[config.mk]
export PLATFORM = sky130hd
export DESIGN_NAME = dual_chip_lcd_frame_sequencer
export DESIGN_NICKNAME = d
export VERILOG_FILES = /design/src/rtl/lcdseq_pkg.sv /design/src/rtl/dual_chip_lcd_frame_sequencer.sv /design/src/rtl/lcdseq_front.sv /design/src/rtl/lcdseq_jobq.sv /design/src/rtl/lcdseq_back.sv
export VERILOG_INCLUDE_DIRS = /design/src /design/src/rtl
export SDC_FILE = /design/constraint.sdc
export NUM_CORES = 1
export LEC_CHECK = 0
export BUFFER_PORTS_ARGS = -buffer_cell sky130_fd_sc_hd__buf_2
export CORE_UTILIZATION = 58
export CTS_BUF_LIST = sky130_fd_sc_hd__clkbuf_4
export CTS_CLUSTER_SIZE = 16
export DETAILED_ROUTE_END_ITERATION = 6
export PLACE_DENSITY_LB_ADDON = 0.2
export SLEW_MARGIN = 0
export SYNTH_ARGS = -nofsm -noshare
export SYNTH_HDL_FRONTEND = slang
export SYNTH_SLANG_ARGS = --single-unit
[constraint.sdc]
create_clock -name clk -period 3.8 [get_ports clk]
set_input_delay 0.76 -clock clk [delete_from_list [all_inputs] [get_ports clk]]
set_output_delay 0.76 -clock clk [all_outputs]
set_load 0.02 [all_outputs]
[src/rtl/dual_chip_lcd_frame_sequencer_defines.svh]
// Assertion macros for the LCD frame sequencer.
// No dependencies; included by the top level only.
`ifndef DUAL_CHIP_LCD_FRAME_SEQUENCER_DEFINES_SVH
`define DUAL_CHIP_LCD_FRAME_SEQUENCER_DEFINES_SVH

// Same-cycle implication, sampled on clk, off during reset
`define LCDSEQ_ASSERT_NOW(label, ante, cons, msg) \
  label: assert property (@(posedge clk) disable iff (!rst_n) (ante) |-> (cons)) \
    else $error(msg);

// Next-cycle implication, sampled on clk, off during reset
`define LCDSEQ_ASSERT_NEXT(label, ante, cons, msg) \
  label: assert property (@(posedge clk) disable iff (!rst_n) (ante) |=> (cons)) \
    else $error(msg);

`endif

[src/rtl/lcdseq_pkg.sv]
// Shared types, command bytes and write decode for the LCD frame sequencer.
// No dependencies.
package lcdseq_pkg;

  // Input and result beats
  typedef struct packed {
    logic       operation;
    logic [7:0] pixel_byte;
  } in_item_t;

  typedef struct packed {
    logic       is_data;
    logic       left_chip;
    logic [7:0] bus_byte;
    logic       last_of_run;
  } out_item_t;

  // Operation codes
  localparam logic OP_INIT  = 1'b0;
  localparam logic OP_PIXEL = 1'b1;

  // Configuration register indexes
  localparam int unsigned CFG_IDX_W = 2;
  localparam logic [CFG_IDX_W-1:0] CFG_LEFT_ONLY      = 2'd0;
  localparam logic [CFG_IDX_W-1:0] CFG_RIGHT_SCAN_INV = 2'd1;

  // Controller command bytes
  localparam logic [7:0] CMD_RESET      = 8'hE2;
  localparam logic [7:0] CMD_PAGE       = 8'hB8;
  localparam logic [7:0] CMD_COL_LEFT   = 8'h13;
  localparam logic [7:0] CMD_COL_RIGHT  = 8'h00;
  localparam logic [7:0] CMD_RMW_END    = 8'hEE;
  localparam logic [7:0] CMD_STATIC_OFF = 8'hA4;
  localparam logic [7:0] CMD_DUTY_32    = 8'hA9;
  localparam logic [7:0] CMD_START_LINE = 8'hC0;
  localparam logic [7:0] CMD_ADC_REV    = 8'hA1;
  localparam logic [7:0] CMD_ADC_NORM   = 8'hA0;
  localparam logic [7:0] CMD_DISP_ON    = 8'hAF;

  // Power-up sequence length
  localparam int unsigned INIT_LEN = 14;
  localparam int unsigned INIT_CNT_W = $clog2(INIT_LEN);

  // Page number bits carried into the page select command
  localparam int unsigned JOB_PAGE_W = 3;

  // Command/data steps of a frame job, issued lowest index first
  localparam int unsigned STEP_N     = 7;
  localparam int unsigned STEP_IDX_W = 3;
  localparam logic [STEP_IDX_W-1:0] STEP_RST_L = 3'd0;
  localparam logic [STEP_IDX_W-1:0] STEP_RST_R = 3'd1;
  localparam logic [STEP_IDX_W-1:0] STEP_SEL_L = 3'd2;
  localparam logic [STEP_IDX_W-1:0] STEP_COL_L = 3'd3;
  localparam logic [STEP_IDX_W-1:0] STEP_SEL_R = 3'd4;
  localparam logic [STEP_IDX_W-1:0] STEP_COL_R = 3'd5;
  localparam logic [STEP_IDX_W-1:0] STEP_DATA  = 3'd6;

  // Job handed from the classifier to the write sequencer
  typedef struct packed {
    logic                  init;
    logic                  rsi;
    logic [STEP_N-1:0]     steps;
    logic                  data_left;
    logic [JOB_PAGE_W-1:0] page;
    logic [7:0]            pixel;
  } job_t;

  // Job queue
  localparam int unsigned JOBQ_DEPTH = 4;
  localparam int unsigned JOBQ_PTR_W = $clog2(JOBQ_DEPTH);

  typedef struct packed {
    logic full;
    logic empty;
  } jobq_stat_t;

  // One write of the power-up sequence; even entries go to the left chip
  function automatic out_item_t init_write(logic [INIT_CNT_W-1:0] idx, logic rsi);
    out_item_t w;
    w.is_data     = 1'b0;
    w.left_chip   = ~idx[0];
    w.last_of_run = 1'b0;
    case (idx[INIT_CNT_W-1:1])
      3'd0:    w.bus_byte = CMD_RESET;
      3'd1:    w.bus_byte = CMD_RMW_END;
      3'd2:    w.bus_byte = CMD_STATIC_OFF;
      3'd3:    w.bus_byte = CMD_DUTY_32;
      3'd4:    w.bus_byte = CMD_START_LINE;
      3'd5:    w.bus_byte = (idx[0] && !rsi) ? CMD_ADC_NORM : CMD_ADC_REV;
      3'd6:    w.bus_byte = CMD_DISP_ON;
      default: w.bus_byte = CMD_DISP_ON;
    endcase
    return w;
  endfunction

  // One write of a frame job
  function automatic out_item_t step_write(logic [STEP_IDX_W-1:0] idx, job_t job);
    out_item_t w;
    logic [7:0] page_cmd;
    page_cmd      = CMD_PAGE | 8'(job.page);
    w.last_of_run = 1'b0;
    case (idx)
      STEP_RST_L: begin
        w.is_data = 1'b0; w.left_chip = 1'b1; w.bus_byte = CMD_RESET;
      end
      STEP_RST_R: begin
        w.is_data = 1'b0; w.left_chip = 1'b0; w.bus_byte = CMD_RESET;
      end
      STEP_SEL_L: begin
        w.is_data = 1'b0; w.left_chip = 1'b1; w.bus_byte = page_cmd;
      end
      STEP_COL_L: begin
        w.is_data = 1'b0; w.left_chip = 1'b1; w.bus_byte = CMD_COL_LEFT;
      end
      STEP_SEL_R: begin
        w.is_data = 1'b0; w.left_chip = 1'b0; w.bus_byte = page_cmd;
      end
      STEP_COL_R: begin
        w.is_data = 1'b0; w.left_chip = 1'b0; w.bus_byte = CMD_COL_RIGHT;
      end
      default: begin
        w.is_data = 1'b1; w.left_chip = job.data_left; w.bus_byte = job.pixel;
      end
    endcase
    return w;
  endfunction

endpackage

[src/rtl/dual_chip_lcd_frame_sequencer.sv]
// Top level of the two-chip LCD frame sequencer.
// Depends on lcdseq_pkg, lcdseq_front, lcdseq_jobq, lcdseq_back and the defines header.
//
//   channel  ports                               beat
//   in       in_push / in_full, in_item          operation, pixel_byte
//   out      out_pop / out_empty, out_item       is_data, left_chip, bus_byte, last_of_run
//   cfg      cfg_valid / cfg_ready, cfg_index    cfg_wdata (always ready)
//
// Each input beat is classified in the cycle it is taken and queued as a job
// (four entries). The sequencer issues one bus write per cycle while the output
// slot is free: a plain data byte makes one write, a row start or the right half
// three, the frame start five (four at every row start in left-only mode), an init
// fourteen. A swallowed byte costs nothing downstream. Each head-job write is
// registered. Synchronous reset clears position, config, queue pointers and the
// output valid flag; a stalled out_pop backs up through the queue to in_full.
`include "dual_chip_lcd_frame_sequencer_defines.svh"

module dual_chip_lcd_frame_sequencer #(
  parameter int unsigned PAGE_COUNT   = 4,
  parameter int unsigned ROW_COLUMNS  = 122,
  parameter int unsigned HALF_COLUMNS = 61
) (
  input  logic                             clk,
  input  logic                             rst_n,
  input  logic                             in_push,
  output logic                             in_full,
  input  lcdseq_pkg::in_item_t             in_item,
  input  logic                             out_pop,
  output logic                             out_empty,
  output lcdseq_pkg::out_item_t            out_item,
  input  logic                             cfg_valid,
  output logic                             cfg_ready,
  input  logic [lcdseq_pkg::CFG_IDX_W-1:0] cfg_index,
  input  logic                             cfg_wdata
);

  logic                   accept;
  logic                   q_push, q_pop;
  lcdseq_pkg::job_t       q_job, q_head;
  lcdseq_pkg::jobq_stat_t q_stat;

  // Handshakes
  assign cfg_ready = 1'b1;
  assign in_full   = q_stat.full;
  assign accept    = in_push & ~q_stat.full;

  lcdseq_front #(
    .PAGE_COUNT   (PAGE_COUNT),
    .ROW_COLUMNS  (ROW_COLUMNS),
    .HALF_COLUMNS (HALF_COLUMNS)
  ) u_front (
    .clk       (clk),
    .rst_n     (rst_n),
    .accept    (accept),
    .in_item   (in_item),
    .cfg_we    (cfg_valid & cfg_ready),
    .cfg_index (cfg_index),
    .cfg_wdata (cfg_wdata),
    .q_push    (q_push),
    .q_job     (q_job)
  );

  lcdseq_jobq u_jobq (
    .clk      (clk),
    .rst_n    (rst_n),
    .push     (q_push),
    .push_job (q_job),
    .pop      (q_pop),
    .head     (q_head),
    .stat     (q_stat)
  );

  lcdseq_back u_back (
    .clk       (clk),
    .rst_n     (rst_n),
    .head      (q_head),
    .q_stat    (q_stat),
    .q_pop     (q_pop),
    .out_pop   (out_pop),
    .out_empty (out_empty),
    .out_item  (out_item)
  );

  // Checks
  `LCDSEQ_ASSERT_NOW(a_jobq_no_overflow, q_push, !q_stat.full, "job pushed into full queue")
  `LCDSEQ_ASSERT_NOW(a_jobq_no_underflow, q_pop, !q_stat.empty, "job popped from empty queue")
  `LCDSEQ_ASSERT_NEXT(a_pop_marks_last, q_pop, !out_empty && out_item.last_of_run,
                      "job retired without a last write")

endmodule

[src/rtl/lcdseq_front.sv]
// Front end: config registers, page/column tracking and job classification.
// Depends on lcdseq_pkg.
module lcdseq_front #(
  parameter int unsigned PAGE_COUNT   = 4,
  parameter int unsigned ROW_COLUMNS  = 122,
  parameter int unsigned HALF_COLUMNS = 61
) (
  input  logic                              clk,
  input  logic                              rst_n,
  input  logic                              accept,
  input  lcdseq_pkg::in_item_t              in_item,
  input  logic                              cfg_we,
  input  logic [lcdseq_pkg::CFG_IDX_W-1:0]  cfg_index,
  input  logic                              cfg_wdata,
  output logic                              q_push,
  output lcdseq_pkg::job_t                  q_job
);

  localparam int unsigned COL_W  = $clog2(ROW_COLUMNS);
  localparam int unsigned PAGE_W = (PAGE_COUNT > 1) ? $clog2(PAGE_COUNT) : 1;
  localparam logic [COL_W-1:0]  COL_LAST  = COL_W'(ROW_COLUMNS - 1);
  localparam logic [PAGE_W-1:0] PAGE_LAST = PAGE_W'(PAGE_COUNT - 1);
  localparam logic [7:0]        HALF_COL  = 8'(HALF_COLUMNS);

  logic              left_only_r, left_only_nxt;
  logic              rsi_r, rsi_nxt;
  logic [COL_W-1:0]  col_r, col_nxt;
  logic [PAGE_W-1:0] page_r, page_nxt;
  logic              col0, page0, at_half, below_half;

  // Config writes
  always_comb begin
    left_only_nxt = left_only_r;
    rsi_nxt       = rsi_r;
    if (cfg_we) begin
      case (cfg_index)
        lcdseq_pkg::CFG_LEFT_ONLY:      left_only_nxt = cfg_wdata;
        lcdseq_pkg::CFG_RIGHT_SCAN_INV: rsi_nxt       = cfg_wdata;
        default: ;
      endcase
    end
  end

  // Position decode
  assign col0       = (col_r == '0);
  assign page0      = (page_r == '0);
  assign at_half    = (8'(col_r) == HALF_COL);
  assign below_half = (8'(col_r) < HALF_COL);

  // Classify the beat into a job
  always_comb begin
    q_job       = '0;
    q_job.rsi   = rsi_r;
    q_job.page  = lcdseq_pkg::JOB_PAGE_W'(page_r);
    q_job.pixel = in_item.pixel_byte;
    if (in_item.operation == lcdseq_pkg::OP_INIT) begin
      q_job.init = 1'b1;
    end else if (left_only_r) begin
      q_job.data_left                      = 1'b1;
      q_job.steps[lcdseq_pkg::STEP_RST_L]  = col0;
      q_job.steps[lcdseq_pkg::STEP_SEL_L]  = col0;
      q_job.steps[lcdseq_pkg::STEP_COL_L]  = col0;
      q_job.steps[lcdseq_pkg::STEP_DATA]   = below_half;
    end else begin
      q_job.data_left                      = below_half;
      q_job.steps[lcdseq_pkg::STEP_RST_L]  = col0 & page0;
      q_job.steps[lcdseq_pkg::STEP_RST_R]  = col0 & page0;
      q_job.steps[lcdseq_pkg::STEP_SEL_L]  = col0;
      q_job.steps[lcdseq_pkg::STEP_COL_L]  = col0;
      q_job.steps[lcdseq_pkg::STEP_SEL_R]  = at_half;
      q_job.steps[lcdseq_pkg::STEP_COL_R]  = at_half;
      q_job.steps[lcdseq_pkg::STEP_DATA]   = 1'b1;
    end
  end

  // Swallowed bytes make no job
  assign q_push = accept & (q_job.init | (|q_job.steps));

  // Position advance: column wraps into the next page, an init rewinds to zero
  always_comb begin
    col_nxt  = col_r;
    page_nxt = page_r;
    if (accept) begin
      if (in_item.operation == lcdseq_pkg::OP_INIT) begin
        col_nxt  = '0;
        page_nxt = '0;
      end else if (col_r == COL_LAST) begin
        col_nxt  = '0;
        page_nxt = (page_r == PAGE_LAST) ? '0 : page_r + PAGE_W'(1);
      end else begin
        col_nxt = col_r + COL_W'(1);
      end
    end
  end

  always_ff @(posedge clk) begin
    if (!rst_n) begin
      left_only_r <= 1'b0;
      rsi_r       <= 1'b0;
      col_r       <= '0;
      page_r      <= '0;
    end else begin
      left_only_r <= left_only_nxt;
      rsi_r       <= rsi_nxt;
      col_r       <= col_nxt;
      page_r      <= page_nxt;
    end
  end

endmodule

[src/rtl/lcdseq_jobq.sv]
// Short job queue between the classifier and the write sequencer.
// Depends on lcdseq_pkg.
module lcdseq_jobq (
  input  logic                   clk,
  input  logic                   rst_n,
  input  logic                   push,
  input  lcdseq_pkg::job_t       push_job,
  input  logic                   pop,
  output lcdseq_pkg::job_t       head,
  output lcdseq_pkg::jobq_stat_t stat
);

  localparam int unsigned CNT_W = lcdseq_pkg::JOBQ_PTR_W + 1;

  lcdseq_pkg::job_t                     slot_r [lcdseq_pkg::JOBQ_DEPTH];
  logic [lcdseq_pkg::JOBQ_PTR_W-1:0]    wr_ptr_r, wr_ptr_nxt;
  logic [lcdseq_pkg::JOBQ_PTR_W-1:0]    rd_ptr_r, rd_ptr_nxt;
  logic [CNT_W-1:0]                     cnt_r, cnt_nxt;

  assign stat.full  = (cnt_r == CNT_W'(lcdseq_pkg::JOBQ_DEPTH));
  assign stat.empty = (cnt_r == '0);
  assign head       = slot_r[rd_ptr_r];

  // Pointer and fill count update
  always_comb begin
    wr_ptr_nxt = push ? wr_ptr_r + lcdseq_pkg::JOBQ_PTR_W'(1) : wr_ptr_r;
    rd_ptr_nxt = pop  ? rd_ptr_r + lcdseq_pkg::JOBQ_PTR_W'(1) : rd_ptr_r;
    cnt_nxt    = cnt_r + CNT_W'(push) - CNT_W'(pop);
  end

  always_ff @(posedge clk) begin
    if (!rst_n) begin
      wr_ptr_r <= '0;
      rd_ptr_r <= '0;
      cnt_r    <= '0;
    end else begin
      wr_ptr_r <= wr_ptr_nxt;
      rd_ptr_r <= rd_ptr_nxt;
      cnt_r    <= cnt_nxt;
    end
  end

  // Storage
  always_ff @(posedge clk) begin
    if (push) begin
      slot_r[wr_ptr_r] <= push_job;
    end
  end

endmodule

[src/rtl/lcdseq_back.sv]
// Back end: walks the head job one bus write a cycle into a free output register.
// Depends on lcdseq_pkg.
module lcdseq_back (
  input  logic                   clk,
  input  logic                   rst_n,
  input  lcdseq_pkg::job_t       head,
  input  lcdseq_pkg::jobq_stat_t q_stat,
  output logic                   q_pop,
  input  logic                   out_pop,
  output logic                   out_empty,
  output lcdseq_pkg::out_item_t  out_item
);

  localparam logic [lcdseq_pkg::INIT_CNT_W-1:0] INIT_LAST =
    lcdseq_pkg::INIT_CNT_W'(lcdseq_pkg::INIT_LEN - 1);

  logic                                  out_valid_r, out_valid_nxt;
  lcdseq_pkg::out_item_t                 out_r;
  logic                                  fresh_r, fresh_nxt;
  logic [lcdseq_pkg::STEP_N-1:0]         rem_r, rem_nxt;
  logic [lcdseq_pkg::INIT_CNT_W-1:0]     icnt_r, icnt_nxt;
  logic [lcdseq_pkg::STEP_N-1:0]         cur_steps, rem_after;
  logic [lcdseq_pkg::STEP_IDX_W-1:0]     step_idx;
  logic                                  advance, emit, last;
  lcdseq_pkg::out_item_t                 wr;

  // Output slot frees when empty or being taken
  assign advance = ~out_valid_r | out_pop;
  assign emit    = advance & ~q_stat.empty;

  // Lowest pending step of the head job
  assign cur_steps = fresh_r ? head.steps : rem_r;
  always_comb begin
    step_idx = lcdseq_pkg::STEP_DATA;
    for (int i = lcdseq_pkg::STEP_N - 1; i >= 0; i--) begin
      if (cur_steps[i]) step_idx = lcdseq_pkg::STEP_IDX_W'(i);
    end
  end
  assign rem_after = cur_steps & ~(lcdseq_pkg::STEP_N'(1) << step_idx);

  // Write for this cycle
  always_comb begin
    if (head.init) begin
      wr   = lcdseq_pkg::init_write(icnt_r, head.rsi);
      last = (icnt_r == INIT_LAST);
    end else begin
      wr   = lcdseq_pkg::step_write(step_idx, head);
      last = (rem_after == '0);
    end
    wr.last_of_run = last;
  end

  assign q_pop = emit & last;

  // Sequencer state
  always_comb begin
    fresh_nxt     = fresh_r;
    rem_nxt       = rem_r;
    icnt_nxt      = icnt_r;
    out_valid_nxt = out_valid_r & ~out_pop;
    if (emit) begin
      out_valid_nxt = 1'b1;
      if (last) begin
        fresh_nxt = 1'b1;
        icnt_nxt  = '0;
      end else begin
        fresh_nxt = 1'b0;
        rem_nxt   = rem_after;
        icnt_nxt  = icnt_r + lcdseq_pkg::INIT_CNT_W'(1);
      end
    end
  end

  always_ff @(posedge clk) begin
    if (!rst_n) begin
      out_valid_r <= 1'b0;
      fresh_r     <= 1'b1;
      icnt_r      <= '0;
    end else begin
      out_valid_r <= out_valid_nxt;
      fresh_r     <= fresh_nxt;
      icnt_r      <= icnt_nxt;
    end
  end

  // Payload registers
  always_ff @(posedge clk) begin
    if (emit) begin
      out_r <= wr;
    end
    if (emit & ~last) begin
      rem_r <= rem_nxt;
    end
  end

  assign out_empty = ~out_valid_r;
  assign out_item  = out_r;

endmodule

### Word-level counts from Yosys, hierarchy flattened

Memories as Yosys holds them, arrays and structs flattened. A register that Yosys moved wholly into a read port is not among the register bits.
Cells that the tools add are included.

| word-level totals | value |
|---|---|
| word-level logic and storage cells | 103 |
| input bits | 17 |
| RAM bits | 80 |
| bits in registers | 42 |
| memories kept | 1 |
| output and inout bits | 14 |

Memory list:

| memory | depth | width | rd ports | clocked after Yosys merged registers in | write ports | line | text |
|---|---|---|---|---|---|---|---|
| u_jobq.slot_r | 4 | 20 | 1 | 1 | 1 | lcdseq_jobq.sv:15 | `lcdseq_pkg::job_t slot_r [lcdseq_pkg::JOBQ_DEPTH];` |

| cells by class | value |
|---|---|
| reduce and logical (&&, ||, !) cells | 14 |
| mux-type cells | 30 |
| shifts and indexed selects | 1 |
| bitwise operators | 17 |
| magnitude comparators | 1 |
| add/subtract/negate cells | 7 |
| equality and inequality tests | 17 |

Operator list:

| operator | count |
|---|---|
| $pmux 10 s6 | 1 |
| $pmux 8 s6 | 1 |
| $mux 7 | 3 |
| $mux 2 | 8 |
| $eq 3x3->1 const B | 5 |
| $mux 3 | 5 |
| $logic_not 7->1 | 2 |
| $eq 3x2->1 const B | 4 |
| $mux 10 | 1 |
| $logic_not 3->1 | 3 |
| $mux 1 | 9 |
| $mux 8 | 1 |
| $add 7x1->7 const B | 1 |
| $and 1x1->1 | 7 |
| $and 7x7->7 | 1 |
| $eq 7x6->1 const B | 1 |
| $eq 7x7->1 const B | 1 |
| $lt 7x6->1 const B | 1 |
| $not 7->7 | 1 |
| $reduce_or 7->1 | 1 |
| $shl 1x3->7 const A | 1 |
| $add 2x1->2 const B | 3 |
| $eq 3x1->1 const B | 2 |
| $not 1->1 | 6 |
| other kinds (14) | 18 |

### Depth between registers and ports, before layout

| depth | value |
|---|---|
| word-level depth | 15 |
| depth in mapped cells | 15 |
| gate-level depth less buffers | 13 |

### Hierarchy

From an unflattened synthesis, not the netlist that was laid out.

| second synthesis, totals | value |
|---|---|
| cell total of the unflattened synthesis | 413 |
| area, all modules | 5,859.4 µm² |

By module, submodules not included:

| module | cells an instance | instances | seq. area each (µm²) | area an instance (µm²) |
|---|---|---|---|---|
| lcdseq_jobq | 152 | 1 | 2,702.6 | 3,474.6 |
| lcdseq_back | 168 | 1 | 660.6 | 1,575.3 |
| lcdseq_front | 90 | 1 | 220.2 | 784.5 |
| dual_chip_lcd_frame_sequencer | 3 | 1 | 0.0 | 25.0 |

### Least setup slack after synthesis

OpenSTA, ideal clock, no wires.

| timing | value |
|---|---|
| path kind | reg2reg |
| start | register (tool-made name) |
| end | register u_jobq.cnt_r[2] |
| arrival time | 3,110 ps |
| setup time | 128 ps |
| setup slack | 562 ps |
| period minus slack after synthesis | 3,238 ps |
| stages on the path, launching flop included | 15 |
| data required time | 3,672 ps |
| path buffers | 1 |
| cells stage by stage | dfxtp_1 -> buf_6 -> mux4_2 -> a221o_1 -> o32ai_2 -> nand4_2 -> a21oi_4 -> ha_1 -> inv_1 -> ha_1 -> inv_1 -> fa_1 -> xor2_1 -> xnor2_1 -> nor2_1 |

RTL lines:

| element | line | text |
|---|---|---|
| end signal: assignment | lcdseq_jobq.sv:39 | `cnt_r <= cnt_nxt;` |
| end: declaration | lcdseq_jobq.sv:18 | `logic [CNT_W-1:0] cnt_r, cnt_nxt;` |

==> results.ini <==
[sta]
skew_ps = 24.0
rsz0062_at_grt = false
drv_slew = 0
relSlewSlack = 0.506
worstMarginPinSlew_ps = 734
fmax_ghz = 0.290
setup_viol = 0
hold_violations = 0
fin_setup_tns_ps = 0
finalCriticalPeriod_ps = 3450
post-route-period-util = 0.908

[finish]
nNetsFinal = 454
mostFrequentLayoutCell = edfxtp_1
stdcell_area_um2 = 5770
area_growth_pct = 11.4
layout-drive-gt1-share = 0.227
antenna_cells = 0
final_cell_mix = 90 x edfxtp_1, 34 x nor2_1, 29 x buf_2

[synthesis]
syn_area_per_cell_um2 = 13.6
synth_top_area_frac = 0.522
syn-cell-area_um2 = 5170
ys.warnings.count = 0
synth_cells = 380
netlist-cell-type-count = 56
syn_nets = 411
synth-async-reset-ratio = 0
netlist.top_cell.by_area = edfxtp_1
ys_ff_latch = 116
synth_edf_count = 90
ys_seq_area_frac = 0.623
synth_area_leaders = edfxtp_1 52%, dfxtp_1 10%, mux4_2 7.0%
synth-main-ff-cell = edfxtp_1

[grt]
grt.total_usage = 0.219
grt_pass1_wl_mm = 14.6
grt_max_degree = 19
antenna_found_initial = 0
grt_pass1_vias = 2975
grt_overflow = 0

[clock_network]
clk_pin_slew_ps = 110
ctsHtreeMaxLevel = 4
cts_buffers = 17
cts-root-buf = clkbuf_4
holdBufCountCts = 0
cts_tree = yes
clockBufferDepth = 2
ctsResizeCount = 0
cts_setup_buffers = 0
clock_sinks = 116
clk_latency_ps = 500

[worst_setup_path]
path_buf_inv = 2
cp_slowest_cell = mux4_2
slowest_delay_ps = 520
worst_ep_arrival_time_ps = 3830
path_class = reg -> reg
critPathCaptureType = flip-flop
path_cells = mux4_2 > a221o_1 > o32ai_2 > nand4_2 > a21oi_4 > ha_1 > inv_1 > ha_1 > inv_1 > fa_1 > xor2_1 > xnor2_1 > nor2_1
cp.required_ps = 4180
start_kind = flip-flop
cp_top_family = compound AO/OA/AOI/OAI gates
crit_fanout = 7

[placed_design]
dp_hpwl_mm = 6.24
place_area_um2 = 5460
gp_routability_congestion = 0.914
io_buffers = 29

[power_and_ir_drop]
power_density_nw_per_um2 = 670
max-vdd-ir-drop_v = 0.000350
leakagePower_nw = 2.09

[floorplan]
row_count = 34
io_pins = 31
initial_core_util = 0.596
dieArea_um2 = 9300
die_w_um = 96.5
core_area_um2 = 8680
fp.dieH_um = 96.5

[route]
drtIter0Drc = 173
detail-route-antenna-nets = 0
route.detailed.drc = 0
drt-total-wl_mm = 9.20
drtPass1Iterations = 4
vias = 3171
wl_per_cell_um = 16.9
routed_via_density = 5.83

[hold_path]
hold_class = in -> reg

[run]
maxCapViolCount = 0

[status]
status = finished clean

-- area by class of cell --
type / instances / area (µm²)
repair buffers: 40 / 228
fillers: 647 / 2910
well taps: 108 / 135
multi-input cells: 226 / 1800
clock buffers: 19 / 143
flip-flops and latches: 116 / 3220
inverters: 22 / 82.6
clock inverters: 13 / 159
-- logic make-up (layout without fill, tap and decap cells) --
family                   count (synthesis)  in the layout  share of synthesized area
multiplexers                            35             35                      0.107
buffers and inverters                   38             94                     0.0302
flip-flops                             116            116                      0.623
XOR/XNOR                                10             10                     0.0169
AO/OA/AOI/OAI                           59             59                     0.0822
AND/OR/NAND/NOR                        106            106                      0.104
adder cells (fa/ha/maj)                 14             14                     0.0353
other                                    2              2                    0.00145
-- through the flow --
step                worst slack (ps)   util  std cells  hold slack [ps]  power [W]
floorplan                        562      -        380              445    0.00263
global placement                 268  0.630        512              458    0.00292
detailed placement               197  0.630        512              476    0.00295
CTS                              192  0.664        544              450    0.00387
global route                     107  0.665        544              434    0.00409
finish                           350  0.665        544              475    0.00386
-- routing by layer --
metal | up-vias | track usage | part of all wire
met2 | 104 | 0.331 | 0.47
li1 | 1506 | - | -
met4 | 0 | 0.0858 | 0.014
met1 | 1546 | 0.295 | 0.45
met5 | - | 0 | 0
met3 | 15 | 0.0743 | 0.061
-- flip-flops by register name, summed over array words and instances, names as in the netlist, named ones only --
register	cells
u_back.fresh_r	1
u_jobq.wr_ptr_r	2
u_jobq.cnt_r	3
u_jobq.rd_ptr_r	2
u_front.left_only_r	1
u_jobq.slot_r	72
u_front.rsi_r	1
u_back.out_item	11
u_front.page_r	2
u_front.col_r	7
u_back.rem_r	7
u_back.icnt_r	4
u_back.out_valid_r	1
-- power by group --
part	total [W]	internal [W]	switching, W
registers	0.00181	0.00166	0.000151
logic	0.00111	0.000437	0.000677
clock network	0.000937	0.000470	0.000467
total	0.00386	0.00257	0.00129
-- final timing paths --
kind                                    from                         endpoint  slack, ps  cells past startpoint
max                                flip-flop       u_jobq.cnt_r[2]$_SDFF_PN0_        350                     13
max reg2reg                        flip-flop       u_jobq.cnt_r[2]$_SDFF_PN0_        350                     13
min                               in_item[5]    u_jobq.slot_r[1][5]$_DFFE_PP_        480                      1
min reg2reg  u_jobq.rd_ptr_r[1]$_SDFFE_PN0P_  u_jobq.rd_ptr_r[1]$_SDFFE_PN0P_        480                      2
-- Yosys cell counts (3+ instances only) --
library cell	count
nor2_1	34
nor2b_1	7
mux4_2	16
and2_1	8
clkbuf_1	12
nand2_1	21
xor2_1	6
nor3_1	4
edfxtp_1	90
ha_1	13
dfxtp_1	26
nor3b_1	6
a21oi_1	20
o21ai_0	5
xnor2_1	4
mux2_2	3
nand2b_1	5
nor4_1	4
nand3_1	4
mux2i_1	16
o22ai_1	4
a21o_1	3
inv_1	22
nand4_1	5
Power figures use the tool's default switching activity.
